===== src/rtl/spe_pkg.sv =====
package spe_pkg;

  // Stream widths.
  localparam int S_TDATA_W = 48;
  localparam int M_TDATA_W = 16;

  // One frequency entry per dimension pair that a 9-bit column can address.
  localparam int NUM_PAIRS = 256;

  localparam logic [15:0] MAX_POS_RESET = 16'd2048;

  localparam longint unsigned LOG2_1E4_Q32 = 64'd57070290109;
  localparam longint unsigned INV2PI_Q32   = 64'd683565276;

  // Quadrant codes taken from the top two bits of the phase.
  localparam logic [1:0] QUAD_I   = 2'd0;
  localparam logic [1:0] QUAD_II  = 2'd1;
  localparam logic [1:0] QUAD_III = 2'd2;
  localparam logic [1:0] QUAD_IV  = 2'd3;

  // Per-item bookkeeping that rides along the CORDIC chain.
  typedef struct packed {
    logic signed [15:0] value;
    logic               odd;
    logic               enc;
    logic               beyond;
    logic [1:0]         quad;
  } tag_t;

  // CORDIC vector, x and y in Q2.30, z in turns Q0.32.
  typedef struct packed {
    logic signed [31:0] x;
    logic signed [31:0] y;
    logic signed [31:0] z;
  } vec_t;

  // Integer square root, bit by bit.
  function automatic longint unsigned isqrt64(input longint unsigned v);
    longint unsigned rem;
    longint unsigned res;
    longint unsigned bit_v;
    rem   = v;
    res   = 64'd0;
    bit_v = 64'd1 << 62;
    for (int s = 0; s < 32; s++) begin
      if (rem >= res + bit_v) begin
        rem = rem - (res + bit_v);
        res = (res >> 1) + bit_v;
      end else begin
        res = res >> 1;
      end
      bit_v = bit_v >> 2;
    end
    return res;
  endfunction

  // Restoring division for elaboration-time tables.
  function automatic longint unsigned udiv64(input longint unsigned n,
                                             input longint unsigned d);
    longint unsigned q;
    longint unsigned r;
    q = 64'd0;
    r = 64'd0;
    for (int i = 63; i >= 0; i--) begin
      r = {r[62:0], n[i]};
      if (r >= d) begin
        r    = r - d;
        q[i] = 1'b1;
      end
    end
    return q;
  endfunction

  // Frequency of pair k in turns per position, Q0.32.
  function automatic logic [31:0] pair_freq(input int unsigned k,
                                            input int unsigned dmodel);
    longint unsigned e;
    longint unsigned n;
    longint unsigned r;
    longint unsigned m;
    longint unsigned c;
    longint unsigned f;
    e = udiv64(64'd2 * 64'(k) * LOG2_1E4_Q32 + (64'(dmodel) >> 1), 64'(dmodel));
    n = e >> 32;
    r = e & 64'hffff_ffff;
    m = 64'd1 << 32;
    c = 64'd1 << 31;
    for (int i = 1; i <= 32; i++) begin
      c = isqrt64(c << 32);
      if (r[32 - i]) begin
        m = (m * c) >> 32;
      end
    end
    if (n > 64'd40) begin
      m = 64'd0;
    end else begin
      m = m >> n;
    end
    f = (m * INV2PI_Q32 + (64'd1 << 31)) >> 32;
    return f[31:0];
  endfunction

  // Arctangent of 2^-i in turns, Q0.32, from a truncated series.
  function automatic logic [31:0] atan_turns(input int unsigned i);
    longint acc;
    longint unsigned t;
    longint unsigned rad;
    longint unsigned res;
    int unsigned sh;
    acc = 64'sd0;
    if (i == 0) begin
      return 32'h2000_0000;
    end
    for (int unsigned j = 0; j <= 30; j++) begin
      sh = i * (2 * j + 1);
      if (sh <= 60) begin
        t = udiv64(64'd1 << (60 - sh), 64'(2 * j + 1));
        if (j[0]) begin
          acc = acc - longint'(t);
        end else begin
          acc = acc + longint'(t);
        end
      end
    end
    rad = longint'(acc + (64'sd1 <<< 27)) >> 28;
    res = (rad * INV2PI_Q32 + (64'd1 << 31)) >> 32;
    return res[31:0];
  endfunction

  // Reciprocal of the CORDIC gain for a given number of iterations, Q2.30.
  function automatic logic [31:0] cordic_gain(input int unsigned steps);
    longint unsigned x;
    longint unsigned v;
    longint unsigned sq;
    x = 64'd1 << 30;
    for (int unsigned i = 0; i < 24; i++) begin
      if (i < steps) begin
        v  = (64'd1 << 30) + ((64'd1 << 30) >> (2 * i));
        sq = isqrt64(v << 30);
        x  = (x * udiv64(64'd1 << 60, sq)) >> 30;
      end
    end
    return x[31:0];
  endfunction

endpackage


===== src/rtl/spe_cordic_cell.sv =====
module spe_cordic_cell #(
  parameter int STEP = 0
) (
  input  logic          clk,
  input  logic          rst,
  input  logic          in_valid,
  output logic          in_ready,
  input  spe_pkg::tag_t in_tag,
  input  spe_pkg::vec_t in_vec,
  output logic          out_valid,
  input  logic          out_ready,
  output spe_pkg::tag_t out_tag,
  output spe_pkg::vec_t out_vec
);

  localparam logic signed [31:0] ATAN = $signed(spe_pkg::atan_turns(STEP));

  logic signed [31:0] dx;
  logic signed [31:0] dy;
  spe_pkg::vec_t      vec_next;

  // One micro-rotation; the sign of the residual angle picks the direction.
  always_comb begin
    dx = $signed(in_vec.y) >>> STEP;
    dy = $signed(in_vec.x) >>> STEP;
    if (!in_vec.z[31]) begin
      vec_next.x = $signed(in_vec.x) - dx;
      vec_next.y = $signed(in_vec.y) + dy;
      vec_next.z = $signed(in_vec.z) - ATAN;
    end else begin
      vec_next.x = $signed(in_vec.x) + dx;
      vec_next.y = $signed(in_vec.y) - dy;
      vec_next.z = $signed(in_vec.z) + ATAN;
    end
  end

  assign in_ready = !out_valid || out_ready;

  always_ff @(posedge clk) begin
    if (rst) begin
      out_valid <= 1'b0;
    end else if (in_ready) begin
      out_valid <= in_valid;
    end
  end

  always_ff @(posedge clk) begin
    if (in_valid && in_ready) begin
      out_tag <= in_tag;
      out_vec <= vec_next;
    end
  end

endmodule


===== config.mk =====
export PLATFORM = sky130hd
export DESIGN_NAME = spe_cordic_cell
export DESIGN_NICKNAME = d
export VERILOG_FILES = /design/src/rtl/spe_pkg.sv /design/src/rtl/spe_cordic_cell.sv
export SDC_FILE = /design/constraint.sdc
export NUM_CORES = 1
export LEC_CHECK = 0
export ABC_AREA = 1
export BUFFER_PORTS_ARGS = -buffer_cell sky130_fd_sc_hd__buf_2
export CORE_ASPECT_RATIO = 1.4
export CORE_MARGIN = 5
export CORE_UTILIZATION = 50
export DETAILED_ROUTE_END_ITERATION = 8
export PLACE_DENSITY = 0.74
export SLEW_MARGIN = 20
export SYNTH_ARGS = -nofsm -noshare
export SYNTH_HDL_FRONTEND = slang
export SYNTH_SLANG_ARGS = --single-unit

===== constraint.sdc =====
create_clock -name clk -period 7.8 [get_ports clk]
set_input_delay 0.39 -clock clk [delete_from_list [all_inputs] [get_ports clk]]
set_output_delay 0.39 -clock clk [all_outputs]
set_load 0.01 [all_outputs]

==> flow_metrics.tcl <==
set metrics [dict create \
    routed_via_density 5.12 \
    chipWidth_um 135 \
    dieArea_um2 25000 \
    irDropWorstVdd_v 0.000167 \
    insertion_delay_ns 0.43 \
    synth_common_cells "nand2_1, inv_1, nand3_1" \
    yosysWarningCount 0 \
    yosysSeqAreaShare_pct 32.0 \
    syn_area_per_cell_um2 6.56 \
    synthTopCellsByArea "edfxtp_1, nand2_1, inv_1, ha_1, nand3_1" \
    rrSetupSlack_ns 5.54 \
    ios 240 \
    cpPeakStageDelay_ns 0.51 \
    yosysTopAreaCell "edfxtp_1" \
    core_um2 21700 \
    hold_viol 0 \
    final_layout_size_suffix_gt1_share_pct 15.1 \
    worstHoldStart "rst" \
    cts_tree "built" \
    cts_setup_buffers 0 \
    tns_ns 0 \
    post-synth-top-count-cell "nand2_1" \
    cts_resized 0 \
    power.density_nw_per_um2 180 \
    area.growth.synth_to_final_pct 18.5 \
    finalMaxSlewViolations 0 \
    reg2reg_depth 3 \
    path_common_cell "nand2_1" \
    grt_pass1_wl_um 54500 \
    netlist_instances 1668 \
    die_y_um 185 \
    synth-seq-cells 117 \
    mappedNetlistArea_um2 10900 \
    synth-async-reset-ratio_pct 0 \
    synth_nets 1887 \
    stdcell_area_um2 13000 \
    nets 2107 \
    fmax_ghz 0.441 \
    cts_root_buf "clkbuf_16" \
    synthFlopType "edfxtp_1" \
    muxShareOfSynthArea_pct 0 \
    path_delay_family "simple AND/OR/NAND/NOR gates" \
    endpoint_kind "flop" \
    crit_fanout 10 \
    firstDrtPassIters 6 \
    cp.arrival_ns 2.43 \
    routed_wl_um 35700 \
    antenna_left 0 \
    period_minus_slack_ns 2.27 \
    antenna_found_initial 0 \
    diodes 0 \
    synth_top_area_share_pct 31.9 \
    crit_chain "buf_2 > inv_1 > ha_1 > nand2_1 > nor2_1 > nand2_1 > nand3_1 > nand2_1 > nand2_1 > nand2_1 > nand2_1 > nand2_1 > nand3_1 > nand2_1" \
    criticalPathCategory "primary input to flop" \
    htree_levels 4 \
    status "complete, no violations" \
    worstSetupStartpointType "primary input" \
    vias 11200 \
    multiInputGateArea_um2 5980 \
    clk_pin_slew_ns 0.06 \
    hp-class "primary input to flop" \
    rsz0062_at_grt "no" \
    tightestPinTransition_ns 0.899 \
    rows 64 \
    placed_area_um2 12300 \
    grt-ovfl-total 0 \
    grt_max_degree 71 \
    start_util_pct 50.4 \
    cts_buffers 17 \
    holdPathEnd "out_valid" \
    drcViolationCount 0 \
    cap_violations 0 \
    fin_crit_sh_pct 29.1 \
    regArea_um2 3500 \
    min_path_cells 2 \
    ctsHoldBuffers 0 \
    io_buffers 239 \
    synth.distinct_cells 33 \
    clock_skew_ns 0.0136 \
    grt_pass1_vias 10800 \
    synth_edf_count 116 \
    crit_slowest_cell "ha_1" \
    fillerInstances 2112 \
    dr.first_iter.drc_count 914 \
    synth-simple-area-share_pct 34.2 \
    cts_sinks 117 \
    cp.required_ns 7.96 \
    p_leak_nw 7.27 \
    setup_viol 0 \
    gp_congestion 0.989 \
    grtUsageTotal_pct 28.2 \
    synth_compound_area_share_pct 6.75 \
    post_drt_wl_per_cell_um 16.2 \
    rr_startpoint "out_valid" \
    rr_endpoint "out_vec[88]" \
    synth_top_family_by_area "simple AND/OR/NAND/NOR gates" \
    dp_hpwl_um 29400 \
    synthXorXnorAreaFrac_pct 2.08 \
    synthAdderAreaFrac_pct 11.5 \
    critPathBufInv 2 \
    clockBufferDepth 2 \
    relSlewSlack_pct 40.1 \
]
## worst reg2reg max path, cell delays in order, from the launching register on
cell	delay, ns
dfxtp_1	0.35
a21oi_4	0.14
buf_4	0.52
buf_4	0.83
## where the power goes
| part | leakage (nW) | internal, mW | switching, mW | total (mW) |
|---|---|---|---|---|
| combinational | 5.83 | 0.231 | 0.485 | 0.716 |
| sequential | 1.13 | 0.769 | 0.0148 | 0.783 |
| clock | 0.304 | 0.513 | 0.317 | 0.829 |
| total | 7.27 | 1.51 | 0.817 | 2.33 |
## registers in the layout, summed over array words and instances (netlist names)
name       cells
out_tag       21
out_valid      1
out_vec       95
## per-stage QoR
stage	worst slack [ns]	total power, mW	hold slack, ns	cells	utilization, %
6_report	5.53	2.33	0.132	2198	59.7
5_1_grt	5.36	2.46	0.119	2198	59.7
4_1_cts	5.50	2.34	0.122	2198	59.7
3_5_place_dp	5.16	1.51	0.537	2166	56.8
3_3_place_gp	5.16	1.49	0.515	2166	56.8
2_1_floorplan	1.15	1.26	0.459	1668	-
## worst max-delay path by stage
stage                          start          end  cells after the start
after detailed placement  in_vec[37]  out_vec[62]                     14
after CTS                  out_valid  out_vec[76]                      3
final                     in_vec[37]  out_vec[62]                     14
after global routing      in_vec[51]  out_vec[91]                     12
after floorplan             in_valid   out_tag[0]                      2
after global placement    in_vec[48]  out_vec[62]                     12
## placed cells by master, fill, tap and decap left out, drive strengths merged, types with 2 or more instances in the layout
cell type,count
nand2,624
inv,338
buf,243
nand3,148
edfxtp,116
nor2,105
ha,94
a21oi,73
o21ai,36
xor2,26
nand4,20
clkbuf,18
o21bai,10
nor3,7
clkinv,7
o21a,6
nand3b,6
a31oi,4
o22ai,4
fa,4
and2,3
bufinv,3
o31ai,2
## layer usage
layer | vias to the layer above | wire length (um) | global-route usage [%]
met2 | 455 | 18500 | 52.9
met4 | 0 | 2170 | 15.8
met1 | 5034 | 13000 | 29.9
li1 | 5634 | - | -
met3 | 125 | 2030 | 4.13
met5 | - | 0 | 0
## final cells by class
| class | instances | area share, % |
|---|---|---|
| Multi-Input combinational cell | 1175 | 46.2 |
| Sequential cell | 117 | 27.0 |
| Inverter | 334 | 9.68 |
| Timing Repair Buffer | 243 | 9.47 |
| Clock buffer | 18 | 3.31 |
| Tap cell | 297 | 2.87 |
| Clock inverter | 14 | 1.48 |
## kinds of logic (layout without fill, tap and decap cells)
| kind of cell | after synthesis | in the layout |
|---|---|---|
| adders and majority gates | 98 | 98 |
| DFF | 117 | 117 |
| AOI/OAI and AO/OA | 136 | 136 |
| and+or+nand+nor | 915 | 915 |
| buffers and inverters | 376 | 609 |
| xor gates and xnor gates | 26 | 26 |
Note: power is estimated with default switching activity, not from simulation.
