<file path="src/rtl/spe_pkg.sv">
package spe_pkg;

  // Stream widths.
  localparam int S_TDATA_W = 48;
  localparam int M_TDATA_W = 16;

  // One frequency entry per dimension pair that a 9-bit column can address.
  localparam int NUM_PAIRS = 256;

  localparam logic [15:0] MAX_POS_RESET = 16'd2048;

  localparam longint unsigned LOG2_1E4_Q32 = 64'd57070290109;
  localparam longint unsigned INV2PI_Q32   = 64'd683565276;

  // Quadrant codes taken from the top two bits of the phase.
  localparam logic [1:0] QUAD_I   = 2'd0;
  localparam logic [1:0] QUAD_II  = 2'd1;
  localparam logic [1:0] QUAD_III = 2'd2;
  localparam logic [1:0] QUAD_IV  = 2'd3;

  // Per-item bookkeeping that rides along the CORDIC chain.
  typedef struct packed {
    logic signed [15:0] value;
    logic               odd;
    logic               enc;
    logic               beyond;
    logic [1:0]         quad;
  } tag_t;

  // CORDIC vector, x and y in Q2.30, z in turns Q0.32.
  typedef struct packed {
    logic signed [31:0] x;
    logic signed [31:0] y;
    logic signed [31:0] z;
  } vec_t;

  // Integer square root, bit by bit.
  function automatic longint unsigned isqrt64(input longint unsigned v);
    longint unsigned rem;
    longint unsigned res;
    longint unsigned bit_v;
    rem   = v;
    res   = 64'd0;
    bit_v = 64'd1 << 62;
    for (int s = 0; s < 32; s++) begin
      if (rem >= res + bit_v) begin
        rem = rem - (res + bit_v);
        res = (res >> 1) + bit_v;
      end else begin
        res = res >> 1;
      end
      bit_v = bit_v >> 2;
    end
    return res;
  endfunction

  // Restoring division for elaboration-time tables.
  function automatic longint unsigned udiv64(input longint unsigned n,
                                             input longint unsigned d);
    longint unsigned q;
    longint unsigned r;
    q = 64'd0;
    r = 64'd0;
    for (int i = 63; i >= 0; i--) begin
      r = {r[62:0], n[i]};
      if (r >= d) begin
        r    = r - d;
        q[i] = 1'b1;
      end
    end
    return q;
  endfunction

  // Frequency of pair k in turns per position, Q0.32.
  function automatic logic [31:0] pair_freq(input int unsigned k,
                                            input int unsigned dmodel);
    longint unsigned e;
    longint unsigned n;
    longint unsigned r;
    longint unsigned m;
    longint unsigned c;
    longint unsigned f;
    e = udiv64(64'd2 * 64'(k) * LOG2_1E4_Q32 + (64'(dmodel) >> 1), 64'(dmodel));
    n = e >> 32;
    r = e & 64'hffff_ffff;
    m = 64'd1 << 32;
    c = 64'd1 << 31;
    for (int i = 1; i <= 32; i++) begin
      c = isqrt64(c << 32);
      if (r[32 - i]) begin
        m = (m * c) >> 32;
      end
    end
    if (n > 64'd40) begin
      m = 64'd0;
    end else begin
      m = m >> n;
    end
    f = (m * INV2PI_Q32 + (64'd1 << 31)) >> 32;
    return f[31:0];
  endfunction

  // Arctangent of 2^-i in turns, Q0.32, from a truncated series.
  function automatic logic [31:0] atan_turns(input int unsigned i);
    longint acc;
    longint unsigned t;
    longint unsigned rad;
    longint unsigned res;
    int unsigned sh;
    acc = 64'sd0;
    if (i == 0) begin
      return 32'h2000_0000;
    end
    for (int unsigned j = 0; j <= 30; j++) begin
      sh = i * (2 * j + 1);
      if (sh <= 60) begin
        t = udiv64(64'd1 << (60 - sh), 64'(2 * j + 1));
        if (j[0]) begin
          acc = acc - longint'(t);
        end else begin
          acc = acc + longint'(t);
        end
      end
    end
    rad = longint'(acc + (64'sd1 <<< 27)) >> 28;
    res = (rad * INV2PI_Q32 + (64'd1 << 31)) >> 32;
    return res[31:0];
  endfunction

  // Reciprocal of the CORDIC gain for a given number of iterations, Q2.30.
  function automatic logic [31:0] cordic_gain(input int unsigned steps);
    longint unsigned x;
    longint unsigned v;
    longint unsigned sq;
    x = 64'd1 << 30;
    for (int unsigned i = 0; i < 24; i++) begin
      if (i < steps) begin
        v  = (64'd1 << 30) + ((64'd1 << 30) >> (2 * i));
        sq = isqrt64(v << 30);
        x  = (x * udiv64(64'd1 << 60, sq)) >> 30;
      end
    end
    return x[31:0];
  endfunction

endpackage

</file>
<file path="src/rtl/spe_output.sv">
module spe_output (
  input  logic               clk,
  input  logic               rst,
  input  logic               in_valid,
  output logic               in_ready,
  input  spe_pkg::tag_t      in_tag,
  input  spe_pkg::vec_t      in_vec,
  output logic               out_valid,
  input  logic               out_ready,
  output logic signed [15:0] sum,
  output logic               beyond_limit
);

  logic signed [31:0] sin_v;
  logic signed [31:0] cos_v;
  logic signed [31:0] enc;
  logic signed [31:0] rnd;
  logic signed [12:0] enc_q;
  logic signed [16:0] wide;
  logic signed [15:0] sum_next;

  // Fold the first-quadrant result back to the full circle.
  always_comb begin
    case (in_tag.quad)
      spe_pkg::QUAD_I: begin
        sin_v = in_vec.y;
        cos_v = in_vec.x;
      end
      spe_pkg::QUAD_II: begin
        sin_v = in_vec.x;
        cos_v = -$signed(in_vec.y);
      end
      spe_pkg::QUAD_III: begin
        sin_v = -$signed(in_vec.y);
        cos_v = -$signed(in_vec.x);
      end
      default: begin
        sin_v = -$signed(in_vec.x);
        cos_v = in_vec.y;
      end
    endcase
  end

  // Round half up from Q2.30 to Q4.11, then add and saturate; an item without an encoding passes its value through.
  always_comb begin
    enc   = in_tag.odd ? cos_v : sin_v;
    rnd   = enc + 32'sd262144;
    enc_q = rnd[31:19];
    wide  = 17'(in_tag.value) + 17'(enc_q);
    if (!in_tag.enc) begin
      sum_next = in_tag.value;
    end else if (wide > 17'sd32767) begin
      sum_next = 16'sh7fff;
    end else if (wide < -17'sd32768) begin
      sum_next = 16'sh8000;
    end else begin
      sum_next = wide[15:0];
    end
  end

  assign in_ready = !out_valid || out_ready;

  always_ff @(posedge clk) begin
    if (rst) begin
      out_valid <= 1'b0;
    end else if (in_ready) begin
      out_valid <= in_valid;
    end
  end

  always_ff @(posedge clk) begin
    if (in_valid && in_ready) begin
      sum          <= sum_next;
      beyond_limit <= in_tag.beyond;
    end
  end

endmodule

</file>
<file path="config.mk">
export PLATFORM = sky130hd
export DESIGN_NAME = spe_output
export DESIGN_NICKNAME = d
export VERILOG_FILES = /design/src/rtl/spe_pkg.sv /design/src/rtl/spe_output.sv
export SDC_FILE = /design/constraint.sdc
export NUM_CORES = 1
export LEC_CHECK = 0
export ABC_AREA = 1
export BUFFER_PORTS_ARGS = -buffer_cell sky130_fd_sc_hd__buf_2
export CAP_MARGIN = 20
export CORE_MARGIN = 3
export CORE_UTILIZATION = 40
export CTS_BUF_LIST = sky130_fd_sc_hd__clkbuf_8
export DETAILED_ROUTE_END_ITERATION = 12
export PLACE_DENSITY = 0.71
export SLEW_MARGIN = 20
export SYNTH_ARGS = -nofsm -noshare
export SYNTH_HDL_FRONTEND = slang
export SYNTH_SLANG_ARGS = --single-unit
</file>
<file path="constraint.sdc">
create_clock -name clk -period 4.14 [get_ports clk]
set_input_delay 0.621 -clock clk [delete_from_list [all_inputs] [get_ports clk]]
set_output_delay 0.621 -clock clk [all_outputs]
set_load 0.02 [all_outputs]
</file>
==> metrics.txt, run 1 <==
Leak Pwr 3.05 nW; Max-Cap Viols 0; clock power share 9.2%; initial antenna violation count 0; WP data required 4150 ps; Synth top area share 18.9%; Initial DRT Pass Iterations 5; final WL 13,300 um; Placer Congestion 0.883; outcome finished, final reports clean; iteration-0 DRC count of the detailed router 248; Layout area overhead 43.0%; final core occ 59.3%; gr ovfl total 0; Starting Density 41.5%; Post-Layout Cell Count 1,083; nets 1,087; Synth area leader nand2_1; element type at the critical path end register; Post-Synth XOR/XNOR Area 4.42%; Ys Warns 0; ranking of synthesized cells by area nand2_1 (19%), edfxtp_1 (12%), nand3_1 (10%); site row count 37; Post-synth EDFFs 17; Setup Skew 5.63 ps; Compound-Gate Fraction of Synth Area 13.8%; number of hold buffers added after cts 0; VDD IR max 0.239 mV; min Tclk post-route 3950 ps; Max stage delay cell, worst path ha_1; post-synthesis sequential area ratio 12.3%; synthesized-area fraction occupied by adder cells 5.41%; placed cells 1,073; Internal 0.721 mW; Total Routing Usage GR 20.5%; FF+latch count, synth 18; Power per Cell Area 208 nW/um^2; share of layout cells above drive strength 1 40.2%; core area 10,400 sq um; Placed Area 5750 sq um; H-tree depth 1; IO Port Bufs 107; Die Area 12,000 sq um; Synth Cell Area 4300 sq um; HPWL after detailed placement 10,900 um; largest net degree at the start of global routing 25; Worst path max stage delay 320 ps; TritonCTS clock tree yes; DRC viols 0; simple-gate area share of the yosys netlist 54.9%; DR vias/cell 4.98; multiplexer share of the synthesized area 0%; relative slew slack 74.6%; Worst-Margin Slew 381 ps; top fanout value on the critical path 7; WS Path Type in2reg; Reg power frac 19.4%; FILL cells 1,023; die width 110 um; crit path launch type primary input; dominant synthesized flop cell edfxtp_1; switching power 0.561 mW; Synth Instances 739; DR vias 5,388; antenna-violating nets left 0; largest family of logic cells by synthesized area simple AND/OR/NAND/NOR gates; DR WL/cell 12.2 um; io pins 140; number of global-route vias before repair 4,802; WP data arrival 3950 ps; Switching Share 43.8%; Achievable Freq 253 MHz; Root Buffer clkbuf_8; CTS Buf Count 3; chip height 110 um; asr flop ratio synth 0%; combinational share of power 71.4%; Hold Vio Cnt, Final 0; Final period util 95.4%; Clock Path Buffers 2; Post-Syn Nets 878; Distinct cells, synth 43; setup violators final 0; ant diodes 0; clock transition at the registers of the reported paths 60 ps; Avg Inst Size Synth 5.82 sq um; first-pass GRT wire length 20,600 um; design area 6150 sq um; worst skew pair latency 250 ps; Max Slew Vio Count 0; Hold WC Path Type reg2reg; CTS Sinks 18
==> cell usage in the layout, fill, tap and decap left out, types with 2 or more instances in the layout <==
cell type / instances
nand4_1: 13
o21bai_1: 2
a21oi_1: 38
inv_1: 74
or2_2: 2
nand3_2: 9
nor2_4: 21
xor2_2: 2
nand2_4: 9
buf_4: 108
buf_12: 4
o21ai_1: 3
nand2_1: 203
ha_4: 5
and2_1: 4
nor2_8: 2
inv_2: 4
nor2_1: 66
o21ai_0: 23
nand3_1: 82
a21oi_2: 18
xnor2_1: 6
clkbuf_8: 3
a221oi_1: 6
nor2_2: 39
buf_2: 107
o21ai_2: 4
xor2_1: 11
nand2_2: 34
ha_1: 11
nand3_4: 2
nor3_2: 3
edfxtp_1: 17
==> synth_stat cells, drive strengths merged, types with 2 or more instances <==
cell type	count
nand2	246
nor2	128
nand3	93
inv	77
a21oi	56
o21ai	30
edfxtp	17
ha	17
buf	14
nand4	14
xor2	13
a221oi	7
xnor2	7
and2	4
nor3	4
or2	3
clkbuf	2
o21bai	2
==> kinds of logic after synthesis <==
logic type,after synthesis
flip-flops,18
AND/OR/NAND/NOR,492
AO/OA/AOI/OAI,98
adder cells (fa/ha/maj),18
buffers and inverters,93
XOR/XNOR,20
==> stage by stage <==
| stage | TNS, ps | worst slack (ps) | hold WS (ps) | total power [mW] |
|---|---|---|---|---|
| 2_1_floorplan | 0 | 306 | 690 | 0.781 |
| 5_1_grt | -853 | -72.0 | 517 | 1.39 |
| 3_3_place_gp | -1510 | -119 | 480 | 1.07 |
| 3_5_place_dp | -2430 | -192 | 487 | 1.08 |
| 4_1_cts | 0 | 84.1 | 492 | 1.20 |
| 6_report | 0 | 192 | 487 | 1.28 |
==> metal layers <==
layer  GRT usage [%]  share of wire (%)  vias up
li1                -                  -     2829
met1            25.9                 41     2351
met2            37.8                 52      184
met3            1.59                5.8       24
met4            4.72                1.7        0
met5               0                  0        -
==> path summary, 6_finish.rpt <==
kind,to,cells past startpoint,slack (ps),from
worst max register to register,sum[1]$_DFFE_PP_,2,3120,out_valid$_SDFFE_PP0N_
worst max-delay path,sum[11]$_DFFE_PP_,27,190,in_vec[41]
worst min-delay path,out_valid$_SDFFE_PP0N_,2,490,out_valid$_SDFFE_PP0N_
worst min register to register,out_valid$_SDFFE_PP0N_,2,490,out_valid$_SDFFE_PP0N_
==> registers in the layout (all words and copies together), names as in the netlist <==
register,cells
sum,16
beyond_limit,1
out_valid,1
==> worst max-delay path, delay by kind of cell <==
family	cells	cell delay [ps]
buffers and inverters	4	400
AND/OR/NAND/NOR	15	1540
AO/OA/AOI/OAI	4	500
adder cells (fa/ha/maj)	2	510
XOR/XNOR	2	350
==> power by group through the flow <==
stage	logic, mW	clock network (mW)	registers [mW]
floorplan	0.487	0	0.293
detailed placement	0.832	0	0.252
CTS	0.834	0.120	0.249
finish	0.916	0.118	0.248
global placement	0.820	0	0.252
global route	1.01	0.128	0.251
==> timing repair <==
| item | in CTS | in global routing |
|---|---|---|
| gates resized for setup | 0 | 72 |
| endpoints found under the setup margin | 0 | 15 |
| buffers inserted | 0 | 5 |
==> layout make-up <==
class / instances / area (sq um) / area share, %
well taps: 136 / 170 / 2.77
multi-input cells: 628 / 3660 / 59.6
clock buffers: 3 / 41.3 / 0.671
flip-flops and latches: 18 / 531 / 8.62
clock inverters: 1 / 3.75 / 0.0610
repair buffers: 220 / 1450 / 23.6
inverters: 77 / 289 / 4.70
Note: power is estimated with default switching activity, not from simulation.
==> inputs of run 2 (changes only) <==
--- a/config.mk
+++ b/config.mk
@@ -12,7 +12,8 @@
 export CORE_UTILIZATION = 40
 export CTS_BUF_LIST = sky130_fd_sc_hd__clkbuf_8
 export DETAILED_ROUTE_END_ITERATION = 12
-export PLACE_DENSITY = 0.71
+export PLACE_DENSITY = 0.65
+export SETUP_SLACK_MARGIN = 0.02
 export SLEW_MARGIN = 20
 export SYNTH_ARGS = -nofsm -noshare
 export SYNTH_HDL_FRONTEND = slang
==> metrics.txt, run 2 (synthesis results as in run 1) <==
Total Routing Usage GR 22.5%; final WL 14,100 um; commonest non-fill, non-tap cell in the layout nand2_1; die width 110 um; design area 6470 sq um; antenna-violating nets left 0; Die Area 12,000 sq um; Final period util 94.4%; Initial DRT Pass Iterations 5; max reg flops 16; ant diodes 0; crit path launch type primary input; DR WL/cell 12.7 um; top fanout value on the critical path 15; number of hold buffers added after cts 0; FF-to-FF Start out_valid$_SDFFE_PP0N_; core area 10,400 sq um; worst skew pair latency 250 ps; io pins 140; HP Start out_valid$_SDFFE_PP0N_; chip height 110 um; number of buffers and inverters on the critical path 5; number of global-route vias before repair 5,135; Max-Cap Viols 0; largest delay contributor family on the critical path simple AND/OR/NAND/NOR gates; site row count 37; DRC viols 0; CTS Sinks 18; WP data required 4150 ps; HPWL after detailed placement 12,000 um; H-tree depth 1; clock transition at the registers of the reported paths 60 ps; Worst R2R Setup Slack 3100 ps; Root Buffer clkbuf_8; Layout area overhead 50.5%; Placer Congestion 0.915; VDD IR max 0.215 mV; initial antenna violation count 0; element type at the critical path end register; most frequent cells in the layout nand2_1 (200), buf_4 (134), buf_2 (107); CTS Buf Count 3; Hold WC Path Type reg2reg; Power per Cell Area 209 nW/um^2; Setup Skew 1.40 ps; Largest regs sum: 16 flops, beyond_limit: 1 flops, out_valid: 1 flops; share of layout cells above drive strength 1 42.7%; TritonCTS clock tree yes; Starting Density 41.5%; Achievable Freq 256 MHz; Max Slew Vio Count 0; setup violators final 0; largest net degree at the start of global routing 19; Crit path top cell by count nand2_2; min Tclk post-route 3910 ps; Leak Pwr 3.18 nW; final critical-path setup slack 231 ps; WP data arrival 3910 ps; relative slew slack 77.5%; Clock Path Buffers 2; worst slack, placed -137 ps; Worst-Margin Slew 338 ps; DR vias/cell 4.95; nets 1,114; IO Port Bufs 107; DR vias 5,500; Placed Area 5980 sq um; gr ovfl total 0; most flop-heavy register sum; Worst path max stage delay 380 ps; WS Path Type in2reg; worst setup path start in_vec[47]; iteration-0 DRC count of the detailed router 218; outcome finished, final reports clean; Hold Vio Cnt, Final 0; first-pass GRT wire length 22,500 um; Max stage delay cell, worst path fa_1
-- run 2: area by class of cell --
type	count	area, sq um
fill	1024	3900
clock buffer	3	41.3
multi-input combinational	628	3770
sequential	18	531
inverter	77	289
tap	136	170
clock inverter	1	3.75
timing repair buffer	247	1670
-- run 2: report_power, final --
part           internal, mW  total [mW]  switching [mW]  leakage (nW)
Clock                0.0659       0.122          0.0557        0.0231
Combinational         0.460       0.985           0.524          2.99
Sequential            0.243       0.249         0.00576         0.172
-- run 2: worst paths after layout --
check | end | cells past startpoint
setup / recovery | sum[1]$_DFFE_PP_ | 26
hold reg to reg | out_valid$_SDFFE_PP0N_ | 2
setup reg to reg | sum[13]$_DFFE_PP_ | 2
hold / removal | out_valid$_SDFFE_PP0N_ | 2
-- run 2: per-stage QoR --
stage          TNS [ps]  power (mW)  utilization [%]  hold slack [ps]  instances
2_1_floorplan         0       0.781                -              690        739
3_3_place_gp      -1320        1.12             57.7              474       1102
3_5_place_dp      -1710        1.14             57.7              499       1102
4_1_cts               0        1.26             58.1              509       1106
5_1_grt            -137        1.48             62.4              529       1110
6_report              0        1.36             62.4              509       1110
-- run 2: metal layers --
metal	wire length (um)	global-route usage, %
met3	565	0.998
met5	0	0
met4	321	5.08
met1	5920	27.3
met2	7300	43.3
-- run 2: worst min-delay path, stage by stage (launching register included) --
cell and delay, ps:
dfxtp_1 320, nand2_1 80, a21oi_1 60
-- run 2: repair_timing --
| item | CTS | global route |
|---|---|---|
| resized for setup | 0 | 86 |
| buffers inserted | 0 | 3 |
| setup endpoints to repair | 0 | 16 |
